File: src/rtl/sal_pkg.sv
// Shared types and codes for the shifting array list.
package sal_pkg;

   // Operation codes carried in the func field
   typedef enum logic [2:0] {
      OP_APPEND    = 3'd0,
      OP_INSERT    = 3'd1,
      OP_POP       = 3'd2,
      OP_REMOVE_AT = 3'd3,
      OP_READ      = 3'd4
   } func_type;

   // Result status codes
   typedef enum logic [1:0] {
      ST_DONE  = 2'd0,
      ST_RANGE = 2'd1,
      ST_FULL  = 2'd2,
      ST_EMPTY = 2'd3
   } status_type;

   // Controller sequence
   typedef enum logic {
      S_IDLE,
      S_FOLD
   } state_type;

   // Broadcast command for the row of cells
   typedef struct packed {
      logic ins;    // open a gap at the target and load the new word
      logic del;    // close the gap at the target, pulling from the right
      logic rd;     // drive the target entry onto the read bus
   } cell_ctl_type;

   localparam int unsigned WORD_W   = 64;
   localparam int unsigned FUNC_W   = 3;
   localparam int unsigned POS_W    = 7;
   localparam int unsigned COUNT_W  = 7;
   localparam int unsigned STATUS_W = 2;
   localparam int unsigned GROUP    = 8;

endpackage

File: src/rtl/sal_cell.sv
// One list slot: holds an entry and trades it with its neighbors.
module sal_cell #(
   parameter int unsigned INDEX = 0,
   parameter int unsigned IDX_W = 6
) (
   input  logic                          clock,
   input  logic                          reset,
   input  sal_pkg::cell_ctl_type         ctl,
   input  logic [IDX_W-1:0]              target,
   input  logic [sal_pkg::WORD_W-1:0]    word,
   input  logic [sal_pkg::WORD_W-1:0]    left,
   input  logic [sal_pkg::WORD_W-1:0]    right,
   output logic [sal_pkg::WORD_W-1:0]    q,
   output logic [sal_pkg::WORD_W-1:0]    rd
);

   localparam logic [IDX_W-1:0] MY_IDX = IDX_W'(INDEX);

   logic [sal_pkg::WORD_W-1:0] entry_ff;
   logic [sal_pkg::WORD_W-1:0] entry_in;
   logic                       at_target;
   logic                       above_target;

   assign at_target    = (target == MY_IDX);
   assign above_target = (MY_IDX > target);

   // Pick the next entry: load, shift up, shift down or hold
   always_comb begin
      entry_in = entry_ff;
      if (ctl.ins) begin
         if (at_target) begin
            entry_in = word;
         end else if (above_target) begin
            entry_in = left;
         end
      end else if (ctl.del) begin
         if (at_target || above_target) begin
            entry_in = right;
         end
      end
   end

   always_ff @(posedge clock) begin
      if (reset) begin
         entry_ff <= '0;
      end else begin
         entry_ff <= entry_in;
      end
   end

   assign q  = entry_ff;
   assign rd = (ctl.rd && at_target) ? entry_ff : '0;

endmodule

File: config.mk
export PLATFORM = sky130hd
export DESIGN_NAME = sal_cell
export DESIGN_NICKNAME = d
export VERILOG_FILES = /design/src/rtl/sal_pkg.sv /design/src/rtl/sal_cell.sv
export SDC_FILE = /design/constraint.sdc
export NUM_CORES = 1
export LEC_CHECK = 0
export BUFFER_PORTS_ARGS = -buffer_cell sky130_fd_sc_hd__buf_2
export CAP_MARGIN = 5
export CORE_AREA = 2 2 127 129
export CTS_BUF_LIST = sky130_fd_sc_hd__clkbuf_8
export DETAILED_ROUTE_END_ITERATION = 8
export DIE_AREA = 0 0 129 131
export GPL_TIMING_DRIVEN = 0
export PLACE_DENSITY = 0.61
export SLEW_MARGIN = 5
export SYNTH_ARGS = -nofsm -noshare
export SYNTH_HDL_FRONTEND = slang
export SYNTH_SLANG_ARGS = --single-unit
File: constraint.sdc
create_clock -name clock -period 1.5 [get_ports clock]
set_input_delay 0.075 -clock clock [delete_from_list [all_inputs] [get_ports clock]]
set_output_delay 0.075 -clock clock [all_outputs]
set_load 0.01 [all_outputs]
==> results of run 1 <==
-- kinds of logic after synthesis --
family	Yosys count	share of synthesized area, %
AOI/OAI and AO/OA	127	35.39
buffers and inverters	183	17.86
DFF	64	30.48
muxes	1	0.2381
and+or+nand+nor	133	16.04
-- what timing repair did --
item                       4_1_cts  5_1_grt
setup buffers                    4        1
gates cloned                     3        0
pin swaps                        3        2
setup endpoints to repair      128       94
gates resized for setup         39       44
hold buffers                     0        0
-- critical path: cells and delay by family --
| kind | cells | cell delay, ps |
|---|---|---|
| AND/OR/NAND/NOR | 3 | 860 |
| buffers and inverters | 5 | 560 |
-- cells in the final DEF (no fill, tap or decap) --
master     netlist  routed
a22o_1          63      63
nor2_4           0       1
and3_1          64      47
buf_1            1       1
buf_8            1       6
buf_4            0       2
dfxtp_1         64      64
and3_4           0      17
diode_2          0       1
a221oi_2        60      60
clkinv_2         0       1
or3_1            1       1
nor2_1          65      64
inv_1          127     130
buf_12           0       2
or2_2            1       1
nand2b_1         1       1
clkbuf_1        42      31
bufinv_16        0       2
buf_6            6      27
clkbuf_2         0       1
buf_2            6     251
a221oi_1         4       4
mux2i_1          1       1
clkbuf_8         0      12
or4_4            1       1
-- worst max path at each step --
stage,start,end,slack (ps),depth (start not counted)
3_3_place_gp,target[3],rd[37],-730,7
4_1_cts,target[3],rd[37],-150,8
6_report,target[4],rd[15],-60,8
3_5_place_dp,target[3],rd[37],-690,7
5_1_grt,target[4],rd[15],-100,8
2_1_floorplan,target[3],q[0],-70,5
-- routing by layer --
metal	share of wire, %	track usage [%]	vias to the layer above	wire [microns]
met3	4.5	3.135	21	725
met2	49	32.03	150	7902
met1	44	22.53	2146	7160
met5	0.081	0	-	13
met4	1.8	7.481	2	296
li1	-	-	2312	-
-- layout make-up --
type / count / share of cell area [%]
diodes: 1 / 0.03930
plain buffers: 52 / 5.188
flip-flops and latches: 64 / 20.12
clock inverters: 6 / 1.199
well taps: 216 / 4.244
clock buffers: 10 / 2.162
repair buffers: 271 / 23.99
inverters: 127 / 7.487
multi-input cells: 261 / 35.57
-- power groups by stage --
| stage | Sequential, mW | Clock (mW) | Combinational (mW) |
|---|---|---|---|
| 2_1_floorplan | 1.78 | 0 | 0.391 |
| 3_3_place_gp | 1.77 | 0 | 0.693 |
| 3_5_place_dp | 1.77 | 0 | 0.696 |
| 4_1_cts | 1.73 | 1.73 | 0.712 |
| 5_1_grt | 1.73 | 1.79 | 0.787 |
| 6_report | 1.73 | 1.67 | 0.708 |
-- stage by stage --
step	hold WS [ps]	TNS, ps
4_1_cts	65.01	-5690
5_1_grt	83.68	-3544
3_5_place_dp	461.4	-76250
3_3_place_gp	459.7	-79610
6_report	90.99	-818.0
2_1_floorplan	340.6	-4064
==> results.md, run 1 <==
* Outcome: finished with violations
* Violated checks: setup timing
* Share of synthesized registers carrying an async set or reset at 0%
* Synth top cells by count: inv_1 (127), nor2_1 (65), and3_1 (64), dfxtp_1 (64), a22o_1 (63)
* Fin crit period at approximately 1600 ps
* Synth top area share at between 30% and 40%
* IO buf count at ~260
* Worst-path cell chain: buf_6, or4_4, nor2_4, buf_8, buf_6, buf_8, and3_4, buf_6
* DIE AREA at roughly 17000 sq um
* Worst EP arrival at ~1500 ps
* Area growth syn-to-layout at 51.46%
* Ports at approximately 330
* Initial Util at between 20 and 30%
* R2R Path Start: q[33]
* Synthesis Warnings at 0
* Synth Flop Type: dfxtp_1
* MaxCap Viol Count at 0
* Clk pwr share at about two fifths
* Crit path required time at ~1400 ps
* CTS sink cnt at between 60 and 70
* Die Y at between 100 and 150 microns
* Core Area at between 15000 and 20000 sq um
* Hold_sp: word[47]
* Slew HR at between 50% and 60%
* Yosys top cell by area: dfxtp_1
* Antenna viol nets, final at 0
* Combinational group share of total power at between 10% and 20%
* Total gr overflow at 0
* Leakage at around 3.3 nW
* Seq cells post-synth at 64
* Total of fill cells in the finished design at 1651
* Clock tree from TritonCTS: done
* Post-Route Utilization at between 40% and 50%
* CP Class: in -> out
* Max reg flops at between 60 and 70
* Vias/cell at between 4 and 5
* Layout cells sized above 1 at approximately half
* Pwr/cell area at around 650 nW/um^2
* Die Span X at 129 microns
* Mapped Nets at 711
* Int Pwr at between 3 and 4 mW
* Startpoint Class: input port
* Synth cell types at 17
* Sequential area share after synthesis at between 30 and 40%
* Setup violators final at 23
* Max stage delay cell, worst path: or4_4
* Drc violations at 0
* Hold endpoint: q[47]
* Final Skew at 0 ps
* GRT Overall Usage at 18.37%
* Switching power at 1.100 mW
* Crit-path max FO at 5
* Most frequent cell after synthesis: inv_1
* Post-Route WL at between 15000 and 20000 microns
* Peak supply drop at between 0.0003 and 0.0004 V
* CP dominant cell by count: buf_6
* Worst-Skew Late Latency at 340 ps
* Mapped Cells at about 510
* Largest stage delay, worst path at 550 ps
* DR pass1 iterations at 4
* Vias in the first global route at about 4400
* Final instance area at approximately 6400 sq um
* Crit end category: output pin
* Switching Share at approximately 27%
* Final hold vios at 0
* Placer Congestion at roughly 0.8
* Overall power at between 4 and 5 mW
* CTS clock-pin slew for the worst setup and hold paths at ~70 ps
* Drt wl/cell at 15.97 microns
* Rows at 46
* Cell count after placement at ~1000
* Num CTS Buffers at 9
* Initial antenna violation count at 2
* Fmax at between 600 and 700 MHz
* Unrepaired setup endpoints after global routing: true
* Nets at between 900 and 1000
* Post-Layout Cell Count at between 1000 and 1500
* Internal reg-to-reg setup slack at approximately 700 ps
* First DRT Iteration DRCs at about 150
* Placed Area at just under 6000 sq um
* Part of the power in registers at around 42%
* Clk buf depth at 2
* Post-Syn Area at 4204 sq um
* Slew Limit Fails at 0
* Synth top area cells: dfxtp_1 (30%), a221oi_2 (21%), a22o_1 (13%)
* Number of synthesized flops with an enable pin at 0
* Register area at between 1000 and 1500 sq um
* Reg2Reg Depth at 2
* Worst slew pin tran at 718.4 ps
* Average size of a mapped cell at 8.276 sq um
* Fin worst setup slack at -59.92 ps
* Largest net degree at the start of global routing at 12
* DR vias at 4631
* Reg2reg end: q[33]
* Setup WS pre-CTS at -689.8 ps
* H-tree levels at 3
* Area of the multi-input gates at 2265 sq um
* Period utilization at 104.0%
* Clk Tree Root Cell: clkbuf_8
* Hold path depth at 4
* Dpl hpwl at around 12000 microns
* Min-delay worst type: in -> reg
* First-pass GRT wire length at around 24000 microns
Note: power is estimated with default switching activity, not from simulation.
==> run 2, diff against run 1 <==
--- a/config.mk
+++ b/config.mk
@@ -12,7 +12,7 @@
 export DETAILED_ROUTE_END_ITERATION = 8
 export DIE_AREA = 0 0 129 131
 export GPL_TIMING_DRIVEN = 0
-export PLACE_DENSITY = 0.61
+export PLACE_DENSITY_LB_ADDON = 0.1
 export SLEW_MARGIN = 5
 export SYNTH_ARGS = -nofsm -noshare
 export SYNTH_HDL_FRONTEND = slang
==> run 2 against run 1 <==
Net effect:
- the run still ends with setup timing left
- cell area shrank 2.1%
- maximum frequency up 0.17%
- flip-flop and latch count did not move
- register-to-register slack better by 20 ps
- sequential share of layout area up 0.43 points
- global-route usage decreased by 0.95 points
- die area is the same
- core utilization decreased by 0.85 points
- worst setup slack improved by 2.6 ps
- clock power fell by 7%
==> results.md, run 2 (synthesis gave the netlist of run 1 again) <==
* Outcome: finished with violations
* Violated checks: setup timing
* Total of fill cells in the finished design at around 1700
* Leakage at around 3.3 nW
* Cts hold-fix bufs at 0
* Num CTS Buffers at 9
* Worst-Skew Late Latency at 350 ps
* Rows at 46
* CP Class: in -> out
* Reg2reg end: q[34]
* Area growth syn-to-layout at 48.30%
* GRT Overall Usage at 17.42%
* Core Area at approximately 16000 sq um
* Clock tree from TritonCTS: done
* R2R Path Start: q[34]
* Pwr/cell area at approximately 640 nW/um^2
* CTS clock-pin slew for the worst setup and hold paths at 70 ps
* First DRT Iteration DRCs at ~130
* Fmax at 642.1 MHz
* Post-Route WL at roughly 15000 microns
* Hold_sp: word[63]
* Clk buf depth at 2
* Peak supply drop at around 0.00032 V
* Die Y at 131 microns
* Hold endpoint: q[63]
* Initial antenna violation count at 0
* Crit-path max FO at 8
* Startpoint Class: input port
* Final hold vios at 0
* DR pass1 iterations at 4
* Vias/cell at roughly 4.6
* Slew Limit Fails at 0
* Post-Layout Cell Count at approximately 1000
* Fin crit period at 1557 ps
* Worst EP arrival at 1480 ps
* Hold path depth at 3
* Fin Setup TNS at -1429 ps
* Cell count after placement at roughly 1000
* Final instance area at ~6200 sq um
* Fin worst setup slack at -57.31 ps
* Reg2Reg Depth at 2
* Worst slew pin tran at 742.3 ps
* Min-delay worst type: in -> reg
* Antenna Cells at 0
* Crit path required time at roughly 1400 ps
* Die Span X at about 130 microns
* Placer Congestion at ~0.8
* Total gr overflow at 0
* Period utilization at 103.8%
* H-tree levels at 3
* Unrepaired setup endpoints after global routing: true
* Nets at ~990
* Layout cells sized above 1 at between 40% and 50%
* Placed Area at just under 6000 sq um
* Most common cell after layout, fill and taps aside: buf_2
* IO buf count at between 200 and 300
* Largest net degree at the start of global routing at 12
* CTS sink cnt at 64
* Final Skew at 0 ps
* MaxCap Viol Count at 0
* Slew HR at around half
* Commonest cells after routing, fill and taps aside: buf_2 (259), inv_1 (127), nor2_1 (64), dfxtp_1 (64), a22o_1 (63)
* Max reg flops at 64
* Dpl hpwl at 11970 microns
* Drt wl/cell at about 15 microns
* DIE AREA at between 15000 and 20000 sq um
* First-pass GRT wire length at between 20000 and 25000 microns
* Drc violations at 0
* Clk Tree Root Cell: clkbuf_8
* Vias in the first global route at roughly 4600
* Setup violators final at between 50 and 60
* Initial Util at between 20% and 30%
* Antenna viol nets, final at 0
* Crit end category: output pin
* DR vias at around 4600
* Ports at 331
* Internal reg-to-reg setup slack at between 700 and 800 ps
run 2: routing by layer:
| metal | wire, microns | track usage [%] |
|---|---|---|
| met1 | 6808 | 21.58 |
| met2 | 7641 | 30.56 |
| met3 | 736 | 2.565 |
| met4 | 310 | 6.777 |
| met5 | 0 | 0 |
run 2: worst max path at each step:
stage                     cells after the start  endpoint      start  slack (ps)
after global routing                          7    rd[10]  target[4]        -110
after floorplan                               5      q[0]  target[3]         -70
final                                         7    rd[62]  target[4]         -60
after detailed placement                      7    rd[38]  target[3]        -740
after global placement                        7    rd[38]  target[3]        -700
after CTS                                     7    rd[26]  target[4]         -80
run 2: power breakdown:
group | switching [mW] | internal (mW)
registers | 0.0146 | 1.72
clock network | 0.709 | 0.852
logic | 0.380 | 0.330
run 2: critical path: stages:
cell and delay (ps):
buf_6 90, or4_4 550, nor2_4 130, clkbuf_16 190
clkbuf_16 160, and3_4 190, buf_6 100
run 2: final cells by class:
type	instances	area (sq um)	share of cell area, %
clock inverters	5	55.05	0.8830
clock buffers	11	151.4	2.428
well taps	216	270.3	4.335
flip-flops and latches	64	1281	20.55
multi-input cells	261	2215	35.52
repair buffers	267	1394	22.36
inverters	127	476.7	7.646
plain buffers	55	391.6	6.281
run 2: what timing repair did:
action | CTS | global route
setup endpoints to repair | 128 | 94
buffers inserted | 3 | 0
resized for setup | 35 | 16
pin swaps | 2 | 1
run 2: metrics by stage:
step / hold WS, ps / utilization, % / power [mW] / worst slack, ps
after global routing: 99.77 / 39.97 / 4.209 / -111.9
after floorplan: 340.6 / - / 2.167 / -69.53
after global placement: 445.1 / 37.17 / 2.466 / -695.7
after detailed placement: 459.2 / 37.17 / 2.474 / -740.0
final: 93.81 / 39.97 / 4.002 / -57.31
after CTS: 77.13 / 39.60 / 4.057 / -79.33
